--- src/rtl/mrsp_pkg.sv ---
package mrsp_pkg;

  localparam logic [7:0] REALTIME_MIN   = 8'hF8;
  localparam logic [7:0] SYSEX_START    = 8'hF0;
  localparam logic [7:0] SYSCOMMON_MIN  = 8'hF1;
  localparam logic [7:0] NO_STATUS      = 8'h00;

  localparam logic [3:0] HI_NOTE_OFF    = 4'h8;
  localparam logic [3:0] HI_NOTE_ON     = 4'h9;
  localparam logic [3:0] HI_POLY_AT     = 4'hA;
  localparam logic [3:0] HI_CTRL_CHANGE = 4'hB;
  localparam logic [3:0] HI_PROG_CHANGE = 4'hC;
  localparam logic [3:0] HI_CHAN_AT     = 4'hD;
  localparam logic [3:0] HI_PITCH_BEND  = 4'hE;

  typedef enum logic [2:0] {
    KIND_NOTE_OFF    = 3'd0,
    KIND_NOTE_ON     = 3'd1,
    KIND_POLY_AT     = 3'd2,
    KIND_CTRL_CHANGE = 3'd3,
    KIND_CHAN_AT     = 3'd4,
    KIND_PITCH_BEND  = 3'd5
  } event_kind_t;

  typedef struct packed {
    event_kind_t kind;
    logic [4:0]  channel;
    logic [6:0]  first_data;
    logic [6:0]  second_data;
  } event_t;

endpackage

--- src/rtl/mrsp_decode.sv ---
module mrsp_decode (
  input  logic              clk,
  input  logic              rst_n,
  input  logic              step,
  input  logic [7:0]        rx_byte,
  output logic              res_valid,
  output mrsp_pkg::event_t  res_event
);

  logic [7:0] running_status_r, running_status_nxt;
  logic       in_sysex_r, in_sysex_nxt;
  logic       held_r, held_nxt;
  logic [6:0] held_data_r, held_data_nxt;

  mrsp_pkg::event_kind_t kind;
  logic                  kind_ok;
  logic                  one_byte_msg;

  // map status high nibble to event kind
  always_comb begin
    kind         = mrsp_pkg::KIND_NOTE_OFF;
    kind_ok      = 1'b0;
    one_byte_msg = 1'b0;
    unique case (running_status_r[7:4])
      mrsp_pkg::HI_NOTE_OFF:    begin kind = mrsp_pkg::KIND_NOTE_OFF;    kind_ok = 1'b1; end
      mrsp_pkg::HI_NOTE_ON:     begin kind = mrsp_pkg::KIND_NOTE_ON;     kind_ok = 1'b1; end
      mrsp_pkg::HI_POLY_AT:     begin kind = mrsp_pkg::KIND_POLY_AT;     kind_ok = 1'b1; end
      mrsp_pkg::HI_CTRL_CHANGE: begin kind = mrsp_pkg::KIND_CTRL_CHANGE; kind_ok = 1'b1; end
      mrsp_pkg::HI_PROG_CHANGE: begin one_byte_msg = 1'b1; end
      mrsp_pkg::HI_CHAN_AT: begin
        kind         = mrsp_pkg::KIND_CHAN_AT;
        kind_ok      = 1'b1;
        one_byte_msg = 1'b1;
      end
      mrsp_pkg::HI_PITCH_BEND:  begin kind = mrsp_pkg::KIND_PITCH_BEND;  kind_ok = 1'b1; end
      default:                  begin kind_ok = 1'b0; end
    endcase
  end

  always_comb begin
    running_status_nxt    = running_status_r;
    in_sysex_nxt          = in_sysex_r;
    held_nxt              = held_r;
    held_data_nxt         = held_data_r;
    res_valid             = 1'b0;
    res_event.kind        = kind;
    res_event.channel     = {1'b0, running_status_r[3:0]} + 5'd1;
    res_event.first_data  = held_data_r;
    res_event.second_data = rx_byte[6:0];
    if (step) begin
      priority if (rx_byte >= mrsp_pkg::REALTIME_MIN) begin
        // real-time bytes pass through without touching state
      end else if (rx_byte[7]) begin
        held_nxt = 1'b0;
        priority if (rx_byte == mrsp_pkg::SYSEX_START) begin
          in_sysex_nxt       = 1'b1;
          running_status_nxt = mrsp_pkg::NO_STATUS;
        end else if (rx_byte >= mrsp_pkg::SYSCOMMON_MIN) begin
          in_sysex_nxt       = 1'b0;
          running_status_nxt = mrsp_pkg::NO_STATUS;
        end else begin
          in_sysex_nxt       = 1'b0;
          running_status_nxt = rx_byte;
        end
      end else if (!in_sysex_r && (running_status_r != mrsp_pkg::NO_STATUS)) begin
        priority if (one_byte_msg) begin
          res_valid             = kind_ok;
          res_event.first_data  = rx_byte[6:0];
          res_event.second_data = 7'd0;
        end else if (!held_r) begin
          held_data_nxt = rx_byte[6:0];
          held_nxt      = 1'b1;
        end else begin
          held_nxt  = 1'b0;
          res_valid = kind_ok;
        end
      end else begin
        // data byte inside sysex or with no status: dropped
      end
    end
  end

  always_ff @(posedge clk) begin
    if (!rst_n) begin
      running_status_r <= mrsp_pkg::NO_STATUS;
      in_sysex_r       <= 1'b0;
      held_r           <= 1'b0;
    end else begin
      running_status_r <= running_status_nxt;
      in_sysex_r       <= in_sysex_nxt;
      held_r           <= held_nxt;
    end
  end

  always_ff @(posedge clk) begin
    held_data_r <= held_data_nxt;
  end

endmodule

--- src/rtl/mrsp_out_reg.sv ---
module mrsp_out_reg (
  input  logic              clk,
  input  logic              rst_n,
  input  logic              res_valid,
  input  mrsp_pkg::event_t  res_event,
  output logic              advance,
  output logic              out_valid,
  input  logic              out_ready,
  output mrsp_pkg::event_t  out_event
);

  logic             valid_r, valid_nxt;
  mrsp_pkg::event_t event_r, event_nxt;

  // the stage may load whenever its slot is empty or being drained
  assign advance = !valid_r || out_ready;

  always_comb begin
    valid_nxt = valid_r;
    event_nxt = event_r;
    if (advance) begin
      valid_nxt = res_valid;
      if (res_valid) begin
        event_nxt = res_event;
      end
    end
  end

  always_ff @(posedge clk) begin
    if (!rst_n) begin
      valid_r <= 1'b0;
    end else begin
      valid_r <= valid_nxt;
    end
  end

  always_ff @(posedge clk) begin
    event_r <= event_nxt;
  end

  assign out_valid = valid_r;
  assign out_event = event_r;

endmodule

--- src/rtl/midi_running_status_parser_top.sv ---
// MIDI running-status parser: takes one received byte per transaction and
// returns one decoded channel voice event (kind, channel 1..16, two data
// bytes) when a message completes; program change messages yield no event.
// It accepts one byte every clock cycle; a byte passes an input register
// and the decode logic, and its event is then loaded into the output
// register. The input side keeps taking bytes while an event waits on
// the output, and only stalls when both registers hold work and out_ready
// stays low.
module midi_running_status_parser_top (
  input  logic       clk,
  input  logic       rst_n,
  input  logic       in_valid,
  output logic       in_ready,
  input  logic [7:0] in_rx_byte,
  output logic       out_valid,
  input  logic       out_ready,
  output logic [2:0] out_event_kind,
  output logic [4:0] out_channel_number,
  output logic [6:0] out_first_data,
  output logic [6:0] out_second_data
);

  logic             in_v_r, in_v_nxt;
  logic [7:0]       in_byte_r, in_byte_nxt;
  logic             advance;
  logic             step;
  logic             res_valid;
  mrsp_pkg::event_t res_event;
  mrsp_pkg::event_t out_event;

  assign in_ready = !in_v_r || advance;
  assign step     = in_v_r && advance;

  always_comb begin
    in_v_nxt    = in_v_r;
    in_byte_nxt = in_byte_r;
    if (in_valid && in_ready) begin
      in_v_nxt    = 1'b1;
      in_byte_nxt = in_rx_byte;
    end else if (advance) begin
      in_v_nxt = 1'b0;
    end
  end

  always_ff @(posedge clk) begin
    if (!rst_n) begin
      in_v_r <= 1'b0;
    end else begin
      in_v_r <= in_v_nxt;
    end
  end

  always_ff @(posedge clk) begin
    in_byte_r <= in_byte_nxt;
  end

  mrsp_decode u_decode (
    .clk       (clk),
    .rst_n     (rst_n),
    .step      (step),
    .rx_byte   (in_byte_r),
    .res_valid (res_valid),
    .res_event (res_event)
  );

  mrsp_out_reg u_out_reg (
    .clk       (clk),
    .rst_n     (rst_n),
    .res_valid (res_valid),
    .res_event (res_event),
    .advance   (advance),
    .out_valid (out_valid),
    .out_ready (out_ready),
    .out_event (out_event)
  );

  assign out_event_kind     = out_event.kind;
  assign out_channel_number = out_event.channel;
  assign out_first_data     = out_event.first_data;
  assign out_second_data    = out_event.second_data;

endmodule
--- config.mk ---
export PLATFORM = sky130hd
export DESIGN_NAME = midi_running_status_parser_top
export DESIGN_NICKNAME = d
export VERILOG_FILES = /design/src/rtl/mrsp_pkg.sv /design/src/rtl/mrsp_decode.sv /design/src/rtl/mrsp_out_reg.sv /design/src/rtl/midi_running_status_parser_top.sv
export SDC_FILE = /design/constraint.sdc
export NUM_CORES = 1
export LEC_CHECK = 0
export BUFFER_PORTS_ARGS = -buffer_cell sky130_fd_sc_hd__buf_4
export CORE_ASPECT_RATIO = 0.6
export CORE_MARGIN = 2
export CORE_UTILIZATION = 40
export DETAILED_ROUTE_END_ITERATION = 10
export GPL_TIMING_DRIVEN = 0
export REMOVE_ABC_BUFFERS = 1
export SYNTH_ARGS = -nofsm -noshare
export SYNTH_HDL_FRONTEND = slang
export SYNTH_HIERARCHICAL = 1
export SYNTH_SLANG_ARGS = --single-unit
--- constraint.sdc ---
create_clock -name clk -period 5.7 [get_ports clk]
set_input_delay 0.855 -clock clk [delete_from_list [all_inputs] [get_ports clk]]
set_output_delay 0.855 -clock clk [all_outputs]
set_load 0.02 [all_outputs]
## Word-level counts from Yosys, hierarchy flattened

Cells that the tools add are included.

- Input bits: 12
- Bits in registers: 49
- Word-level logic and storage cells: 67
- Output and inout port bits: 24

- Bitwise gates (word level): 4
- $lt $le $gt $ge: 2
- Mux-type cells: 23
- Eq/ne operators: 9
- $add $sub $neg: 1
- Reduce and logical (&&, ||, !) cells: 17

Operator list:

| cell | count |
|---|---|
| $mux W14 | 5 |
| $eq A4 B4 Y1 const B | 7 |
| $ge A8 B8 Y1 const B | 2 |
| $mux W8 | 2 |
| $mux W1 | 15 |
| $pmux W3 S5 | 1 |
| $eq A8 B8 Y1 const B | 1 |
| $reduce_bool A8 Y1 | 1 |
| $reduce_and A6 Y1 | 1 |
| $reduce_or A6 Y1 | 1 |
| $add A4 B1 Y5 const B | 1 |
| $not A1 Y1 | 4 |
| $reduce_and A4 Y1 | 1 |
| $reduce_bool A2 Y1 | 2 |
| $logic_and A1 B1 Y1 | 3 |
| $logic_not A1 Y1 | 3 |
| $reduce_and A3 Y1 | 1 |
| $logic_or A1 B1 Y1 | 2 |
| $ne A2 B2 Y1 const B | 1 |
| $reduce_and A2 Y1 | 1 |
| $reduce_or A2 Y1 | 1 |

## Longest topological paths before layout

Gate-level depths: netlist (run 1).

- Depth in word-level cells: 10
- Depth in mapped cells: 7
- Mapped depth without buffers: 7

## Hierarchy

Netlist (run 1), hierarchy kept.

By module, submodules not included:

| module | area an instance (um2) | times used | cells each |
|---|---|---|---|
| mrsp_decode | 982.2 | 1 | 101 |
| mrsp_out_reg | 718.2 | 1 | 27 |
| midi_running_status_parser_top | 305.3 | 1 | 14 |

## Worst setup path before layout (run 1)

Ideal clock, no wire load.

- Path kind: input-to-reg
- Start: input out_ready
- End: register u_out_reg.event_r, in the netlist u_out_reg/out_event[10] (data pin)
- Cell stages on the path: 7
- Arrival: 1.993 ns
- Data required time: 5.438 ns
- Slack: 3.445 ns
- Setup time: 0.262 ns
- Cells stage by stage: nand2b_4 -> and2_2 -> nand2b_1 -> nor3b_2 -> nand2_1 -> buf_2 -> mux2_1

RTL lines:

| what | RTL line | source |
|---|---|---|
| from (decl) | midi_running_status_parser_top.sv:16 | `input logic out_ready,` |
| to (signal assigned) | mrsp_out_reg.sv:38 | `event_r <= event_nxt;` |
| to (decl) | mrsp_out_reg.sv:13 | `mrsp_pkg::event_t event_r, event_nxt;` |

## Final worst setup path (run 1)

- Start: input out_ready
- End: register u_decode.held_data_r[0] (enable)

- Cells in the longest elaborated chain, start to end: 3

Ends and longest elaborated chain:

| what | RTL line | source |
|---|---|---|
| $logic_or A1 B1 Y1 | mrsp_out_reg.sv:16 | `assign advance = !valid_r \|\| out_ready;` |
| named net advance | midi_running_status_parser_top.sv:25 | `logic advance;` |
| $logic_and A1 B1 Y1 | midi_running_status_parser_top.sv:32 | `assign step = in_v_r && advance;` |
| named net step | midi_running_status_parser_top.sv:26 | `logic step;` |
| $reduce_and A6 Y1 (no source line) | n/a |  |
| to (signal assigned) | mrsp_decode.sv:96 | `held_data_r <= held_data_nxt;` |
| to (decl) | mrsp_decode.sv:13 | `logic [6:0] held_data_r, held_data_nxt;` |

The timed path passes the listed nets, and every way through them passes these cells.
A chain may end at the register's enable or synchronous reset.

==> impl_results.md, run 1 <==
- Most common cell after layout, fill and taps aside: edfxtp_1
- First-pass GRT wire length: 5.19 mm
- Slew Limit Headroom: 20.6%
- Mapped Cells: 142
- Pre-antenna DRT Iters: 4
- Final #Nets: 192
- Worst vdd ir: 0.000160 V
- Final HPWL DP: 2.34 mm
- CP Launch Type: primary input
- # port buffers: 35
- Clock tree buffer depth: 2
- Vias: 1192
- Worst path required time: 5620 ps
- Initial Utilization: 42.6%
- Synth top area share: 55.4%
- Hold bufs inserted after CTS: 0
- CTS tree: yes
- CP Capture Type: flip-flop
- Sequential fraction of the synthesis area: 67.4%
- FFs w/ async S/R, synth: 0%
- Routed WL per cell: 13.7 µm
- Boundary Pins: 36
- Vias in the first global route: 1078
- Remaining DRCs: 0
- GR Overflow Total: 0
- Number of flops mapped to enable cells by yosys: 37
- Seq cells post-synth: 49
- Crit Path Max Fanout: 11
- All-Layer GR Usage: 12.9%
- Antenna Nets Post-Route: 0
- Worst EP arrival: 2410 ps
- Clock sinks: 49
- Largest area contributor in the netlist: edfxtp_1
- Crit path kind: in -> reg
- Total power: 0.000627 W
- MaxCap Viol Count: 0
- Hold EP: u_decode/in_sysex_r
- Setup TNS Final: 0 ps
- Diodes inserted: 0
- P&R area growth vs syn: 19.3%
- Reg2reg setup slack: 3300 ps
- Fin. max-slew vios: 0
- Post-Syn Area: 0.00201 mm²
- Core box area: 0.00471 mm²
- Most frequent cells in the layout: 37 x edfxtp_1, 35 x buf_4, 12 x dfxtp_1, 11 x nand2_1, 10 x a21boi_0
- Detailed Route WL: 3.32 mm
- FP Rows: 19
- Tightest Pin Transition: 1180 ps
- Period minus WS final: 2490 ps
- Starting DRT DRC Count: 39
- Total CTS buffers: 5
- Clk_lat worst skew: 300 ps
- Min-delay src: u_decode/in_sysex_r
- Cell area after placement: 0.00231 mm²
- Min-Delay Path Depth: 2
- Die X: 95.4 µm
- Hold/Removal Path Class: reg -> reg
- Share of post-route cells with drive strength above 1: 30.2%
- Post-synth cell types: 38
- CTS clk-pin slew, worst paths: 90 ps
- H-tree depth: 2
- Initial antenna violation count: 0
- Final setup violation count: 0
- Clk_skew: 9.68 ps
- Post-DR vias/cell: 4.93
- Die height: 58.9 µm
- Root Buffer: clkbuf_8
- Final period utilization: 43.7%
- Synthesized area per cell: 14.1 µm²
- Leakage: 0.857 nW
- R2R cell count: 5
- Achievable frequency: 402 MHz
- Synth top area cells: edfxtp_1 55%, dfxtp_1 12%, a21boi_0 3.7%
- Design Area, Final: 0.00239 mm²
- Yosys warns: 6
- Largest net degree at the start of global routing: 23
- Status: completed
- Final hold vios: 0
- Post-place setup slack: 2950 ps
- GP Congestion: 0.859
- Top_reg_cell synth: edfxtp_1
- Die Footprint: 0.00562 mm²
- P per Cell Area: 262 mW/mm²
- RSZ-0062 raised after global routing: false
- Critical R2R Capture: u_decode/held_data_r[0]
- Worst hold margin: 494 ps
- Fin worst setup slack: 3210 ps
- Post-CTS resize count: 0
- Reg-to-Reg Start: u_decode/running_status_r[0]
- Post-CTS setup buffer count: 0
[cells by family after synthesis]
logic type / after synthesis / synth area share (%)
adder cells (fa/ha/maj): 2 / 1.25
multiplexers: 7 / 3.93
AND/OR/NAND/NOR: 49 / 15.3
flip-flops: 49 / 67.4
buffers and inverters: 13 / 3.18
AO/OA/AOI/OAI: 19 / 7.61
XOR/XNOR: 3 / 1.31
[sequential cells by signal, indices dropped and copies added (netlist names)]
signal,cells
in_byte_r,8
u_out_reg/out_valid,1
u_decode/held_r,1
u_decode/running_status_r,8
u_decode/held_data_r,7
u_out_reg/out_event,22
in_v_r,1
u_decode/in_sysex_r,1
[per-layer routing]
layer	wire [µm]	track usage [%]	vias up
met5	0	0	-
met4	53	6.33	0
met3	157	3.84	5
met2	1480	19.4	32
met1	1630	17.2	566
li1	-	-	589
[power by group]
part / internal (W) / total (W) / switching [W]
Sequential: 0.000393 / 0.000404 / 0.0000108
Clock: 0.0000868 / 0.000192 / 0.000106
Combinational: 0.0000164 / 0.0000312 / 0.0000148
[worst max-delay path by stage]
stage               startpoint                 endpoint  slack [ps]  cells past startpoint
CTS                  out_ready  u_decode/held_data_r[2]        3260                      5
floorplan            out_ready  u_out_reg/out_event[10]        3340                      6
finish               out_ready  u_decode/held_data_r[0]        3210                      5
global placement     out_ready  u_decode/held_data_r[1]        2940                      5
detailed placement   out_ready  u_decode/held_data_r[0]        2950                      5
global route         out_ready  u_decode/held_data_r[5]        3100                      5
[critical path, stage by stage]
cell and delay (ps):
buf_4 80, nand2b_4 130, and2_2 280, nand2b_1 120, nor3_1 950
[stage by stage]
stage,util [%],cells
2_1_floorplan,-,136
3_3_place_gp,49.1,234
3_5_place_dp,49.1,234
4_1_cts,50.9,242
5_1_grt,50.9,242
6_report,50.9,242
[synthesized netlist by cell type (2+ instances only)]
| cell | n |
|---|---|
| mux2_1 | 4 |
| nand3_1 | 3 |
| buf_2 | 5 |
| nor2b_1 | 2 |
| nand2b_1 | 2 |
| and2_4 | 2 |
| dfxtp_1 | 12 |
| and2_1 | 5 |
| nand4_1 | 7 |
| and3_1 | 3 |
| inv_1 | 7 |
| a21boi_2 | 2 |
| nand2b_4 | 2 |
| a21boi_0 | 10 |
| ha_1 | 2 |
| nand2_1 | 11 |
| and2_2 | 2 |
| mux2_2 | 3 |
| or4_1 | 2 |
| xor2_1 | 2 |
| edfxtp_1 | 37 |
[area by class of cell]
cell class | count | area, µm²
fillers | 419 | 2310
well taps | 63 | 78.8
inverters | 7 | 26.3
flip-flops and latches | 49 | 1350
repair buffers | 35 | 263
multi-input cells | 80 | 591
clock inverters | 1 | 7.51
clock buffers | 7 | 76.3
Power figures use the tool's default switching activity.
==> run 2: changes to the inputs <==
ABC_AREA = 1   (was not set)
clock period = 2.6 ns   (was 5.7 ns; I/O delays follow)
==> impl_results.md, run 2 <==
- Max reg flops: 22
- Design Area, Final: 0.00249 mm²
- Fin. max-slew vios: 0
- Dpl cells: 294
- Reg-to-Reg Start: u_out_reg/out_valid
- MaxCap Viol Count: 0
- Leakage: 1.06 nW
- CP Capture Type: flip-flop
- Largest area contributor in the netlist: edfxtp_1
- Clk_skew: 8.59 ps
- Clock tree buffer depth: 2
- Synth top area share: 54.8%
- Total CTS buffers: 5
- Worst path required time: 2610 ps
- # port buffers: 35
- Remaining DRCs: 0
- Most common cell in the netlist: nand2_1
- Crit path kind: reg -> reg
- Post-Syn Area: 0.00203 mm²
- Synthesized area per cell: 10.4 µm²
- Boundary Pins: 36
- Initial Utilization: 40.7%
- Sequential fraction of the synthesis area: 66.6%
- Final HPWL DP: 2.61 mm
- Mapped Cells: 195
- Final hold vios: 0
- Post-CTS setup buffer count: 0
- Tightest Pin Transition: 786 ps
- Die height: 59.2 µm
- Setup TNS Final: 0 ps
- Yosys warns: 6
- Final #Nets: 249
- Min-delay src: in_rx_byte[6]
- Status: completed
- Detailed Route WL: 3.51 mm
- All-Layer GR Usage: 13.6%
- Commonest cells in the netlist: 56 x nand2_1, 37 x edfxtp_1, 28 x inv_1
- Most frequent cells in the layout: 56 x nand2_1, 37 x edfxtp_1, 35 x buf_4, 28 x inv_1
- CP Launch Type: flip-flop
- Period minus WS final: 2410 ps
- Worst vdd ir: 0.000218 V
- Most common cell after layout, fill and taps aside: nand2_1
- Reg2reg setup slack: 190 ps
- Largest net degree at the start of global routing: 18
- CTS clk-pin slew, worst paths: 90 ps
- Worst hold margin: 262 ps
- Top_reg_cell synth: edfxtp_1
- R2R cell count: 9
- Share of post-route cells with drive strength above 1: 22.9%
- Starting DRT DRC Count: 49
- Crit Path Max Fanout: 17
- Initial antenna violation count: 0
- Hold/Removal Path Class: in -> reg
- P&R area growth vs syn: 22.6%
- Final setup violation count: 0
- Die X: 95.9 µm
- Hold EP: in_byte_r[6]
- RSZ-0062 raised after global routing: false
- Layout Cells excl Fill: 302
- Worst EP arrival: 2420 ps
- Post-synth cell types: 21
- CTS tree: yes
- Synth top area cells: edfxtp_1 55%, dfxtp_1 12%, nand2_1 10%
- P per Cell Area: 604 mW/mm²
- Cell area after placement: 0.00238 mm²
- Core box area: 0.00498 mm²
- Diodes inserted: 0
- GP Congestion: 0.823
- Clk_lat worst skew: 300 ps
- Achievable frequency: 414 MHz
- GR Overflow Total: 0
- Post-DR vias/cell: 4.57
- Antenna Nets Post-Route: 0
- Slew Limit Headroom: 47.6%
- FFs w/ async S/R, synth: 0%
- Critical R2R Capture: u_out_reg/out_event[12]
- Total power: 0.00150 W
- Min-Delay Path Depth: 1
- Vias in the first global route: 1196
- H-tree depth: 2
- Routed WL per cell: 11.6 µm
- Number of flops mapped to enable cells by yosys: 37
- Die Footprint: 0.00567 mm²
- First-pass GRT wire length: 5.64 mm
- Clock sinks: 49
- Root Buffer: clkbuf_8
- Vias: 1381
- FP Rows: 20
- Hold bufs inserted after CTS: 0
- Final period utilization: 92.8%
- Pre-antenna DRT Iters: 4
- Post-CTS resize count: 0
- Seq cells post-synth: 49
-- run 2: changes by cell type after synthesis, sizes merged, moves of 9 or more --
cell    delta
nand2     +49
inv       +22
a21oi     +14
nor2      +14
a21boi    -12
and2       -9
nand3      +9
-- run 2: how the worst max path moves through the flow --
stage / from / endpoint / slack (ps) / depth (start not counted)
finish: u_out_reg/out_valid / u_out_reg/out_event[12] / 190 / 9
global placement: out_ready / u_out_reg/out_event[6] / -1130 / 10
detailed placement: out_ready / u_out_reg/out_event[6] / 7 / 11
floorplan: u_out_reg/out_valid / u_out_reg/out_event[0] / -160 / 8
global route: u_out_reg/out_valid / u_out_reg/out_event[3] / 5 / 9
CTS: u_out_reg/out_valid / u_out_reg/out_event[12] / 150 / 9
-- run 2: cell families after synthesis --
group	count (synthesis)	share of synthesized area [%]
and+or+nand+nor	89	18.8
DFF	49	66.6
buffers and inverters	32	6.54
AOI/OAI and AO/OA	21	5.92
xor gates and xnor gates	2	0.864
adders and majority gates	2	1.23
-- run 2: report_power, final --
group / internal (W) / switching [W]
combinational: 0.0000364 / 0.0000577
sequential: 0.000866 / 0.0000223
clock: 0.000284 / 0.000235
-- run 2: area by class of cell --
class	count	area (µm²)
Tap cell	66	82.6
Inverter	29	109
Multi-Input combinational cell	114	548
Clock inverter	2	33.8
Fill cell	468	2490
Sequential cell	49	1350
Clock buffer	6	72.6
Timing Repair Buffer	36	290
-- run 2: worst max-delay path, stage by stage (launching register included) --
cell	delay [ps]
dfxtp_1	340
nand2_2	100
nand2_1	60
inv_1	230
a21boi_2	290
nand3_1	120
a31oi_1	220
inv_1	120
a21oi_2	430
buf_16	220
-- run 2: per-stage QoR --
stage          util [%]  setup slack, ps
2_1_floorplan         -             -160
3_3_place_gp       47.2            -1130
3_5_place_dp       47.8             7.16
4_1_cts            49.9              151
5_1_grt            49.9             5.18
6_report           49.9              187
-- run 2: metal layers --
metal / global-route usage (%) / part of all wire, %
met4: 4.29 / 0.94
met3: 4.07 / 7.3
met5: 0 / 0
met1: 20.3 / 52
met2: 18.9 / 40
==> run 3: changes to the inputs <==
ABC_CLOCK_PERIOD_IN_PS = 2600   (was not set)
RECOVER_POWER = 25   (was not set)
==> impl_results.md, run 3 (same netlist as run 2, synthesis figures left out) <==
- Slew Limit Headroom: 48.1%
- Final hold vios: 0
- Final core occ: 49.9%
- Clock tree buffer depth: 2
- CTS tree: yes
- Antenna Nets Post-Route: 0
- Starting DRT DRC Count: 47
- Pre-antenna DRT Iters: 4
- Largest stage delay on the critical path: 420 ps
- M3 GR Usage: 4.07%
- Buf+Inv Stages, Crit Path: 3
- Share of post-route cells with drive strength above 1: 22.9%
- Final period utilization: 91.9%
- Total power: 0.00150 W
- First-pass GRT wire length: 5.64 mm
- Hold/Removal Path Class: in -> reg
- Critical Path Most Common Cell: inv_1
- Boundary Pins: 36
- Period minus WS final: 2390 ps
- P per Cell Area: 603 mW/mm²
- Crit path kind: reg -> reg
- GP Congestion: 0.823
- Die X: 95.9 µm
- RSZ-0062 raised after global routing: false
- # port buffers: 35
- Vias: 1385
- Fin worst setup slack: 210 ps
- Delay-heaviest family, CP: compound AO/OA/AOI/OAI gates
- Post-place setup slack: 7.16 ps
- Vias in the first global route: 1196
- Max reg flops: 22
- Post-DR vias/cell: 4.59
- CP Launch Type: flip-flop
- MaxCap Viol Count: 0
- Worst path required time: 2610 ps
- Worst path slowest cell: a21oi_2
- Post-CTS resize count: 0
- Diodes inserted: 0
- Most frequent cells in the layout: 56 x nand2_1, 37 x edfxtp_1, 28 x inv_1, 27 x buf_4
- Clock sinks: 49
- FP Rows: 20
- Initial antenna violation count: 0
- Achievable frequency: 418 MHz
- Final HPWL DP: 2.61 mm
- Die height: 59.2 µm
- Dpl cells: 294
- Clk_skew: 8.52 ps
- Initial Utilization: 40.7%
- GR Overflow Total: 0
- Post-CTS setup buffer count: 0
- Layout Cells excl Fill: 302
- Leakage: 1.06 nW
- Met1 Track Usage GR: 20.3%
- P&R area growth vs syn: 22.6%
- Worst EP arrival: 2400 ps
- H-tree depth: 2
- Detailed Route WL: 3.51 mm
- Crit Path Max Fanout: 17
- Largest net degree at the start of global routing: 18
- Most common cell after layout, fill and taps aside: nand2_1
- Worst vdd ir: 0.000218 V
- Final setup violation count: 0
- Routed WL per cell: 11.6 µm
- All-Layer GR Usage: 13.6%
- CTS clk-pin slew, worst paths: 90 ps
- Layer with the highest usage: met1
- Final #Nets: 249
- Total CTS buffers: 5
- Die Footprint: 0.00567 mm²
- Cell Chain, Critical Path: nand2_2 -> nand2_1 -> inv_1 -> a21boi_2 -> nand3_1 -> a31oi_1 -> inv_1 -> a21oi_2 -> buf_16
- Core box area: 0.00498 mm²
- Fin. max-slew vios: 0
- Root Buffer: clkbuf_8
- CP Capture Type: flip-flop
- Hold bufs inserted after CTS: 0
- Setup TNS Final: 0 ps
- Status: completed
- Routing usage on met2: 18.9%
- Clk_lat worst skew: 300 ps
- Tightest Pin Transition: 779 ps
- Remaining DRCs: 0
## run 3: changes by cell type in the layout (fill, tap and decap cells not counted), sizes merged
cell    delta
buf        -8
clkbuf     +8
## run 3: worst paths after layout
kind / from / end / slack [ps] / cells past startpoint
worst max-delay path: u_out_reg/out_valid / u_out_reg/out_event[12] / 210 / 9
worst min-delay path: in_rx_byte[6] / in_byte_r[6] / 280 / 1
worst max register to register: u_out_reg/out_valid / u_out_reg/out_event[12] / 210 / 9
worst min register to register: u_decode/in_sysex_r / u_decode/in_sysex_r / 470 / 2
## run 3: metal layers
metal  vias to the layer above  wire [µm]
li1                        710          -
met4                         0         33
met3                         5        274
met1                       622       1810
met2                        48       1400
met5                         -          0
## run 3: final cells by class
cell class	instances	area, µm²
Timing Repair Buffer	36	290
Tap cell	66	82.6
Sequential cell	49	1350
Multi-Input combinational cell	114	548
Fill cell	468	2490
Clock buffer	6	72.6
Clock inverter	2	33.8
Inverter	29	109
## run 3: per-stage QoR
| step | hold WS [ps] | cell area [µm²] |
|---|---|---|
| floorplan | 442 | 2000 |
| global placement | 452 | 2350 |
| detailed placement | 460 | 2380 |
| CTS | 254 | 2490 |
| global route | 272 | 2490 |
| finish | 285 | 2490 |
## run 3: power by group
part / total [W] / internal (W) / switching, W / leakage, nW
sequential: 0.000889 / 0.000866 / 0.0000224 / 0.450
combinational: 0.0000935 / 0.0000357 / 0.0000578 / 0.556
clock: 0.000519 / 0.000284 / 0.000235 / 0.0528
total: 0.00150 / 0.00119 / 0.000315 / 1.06
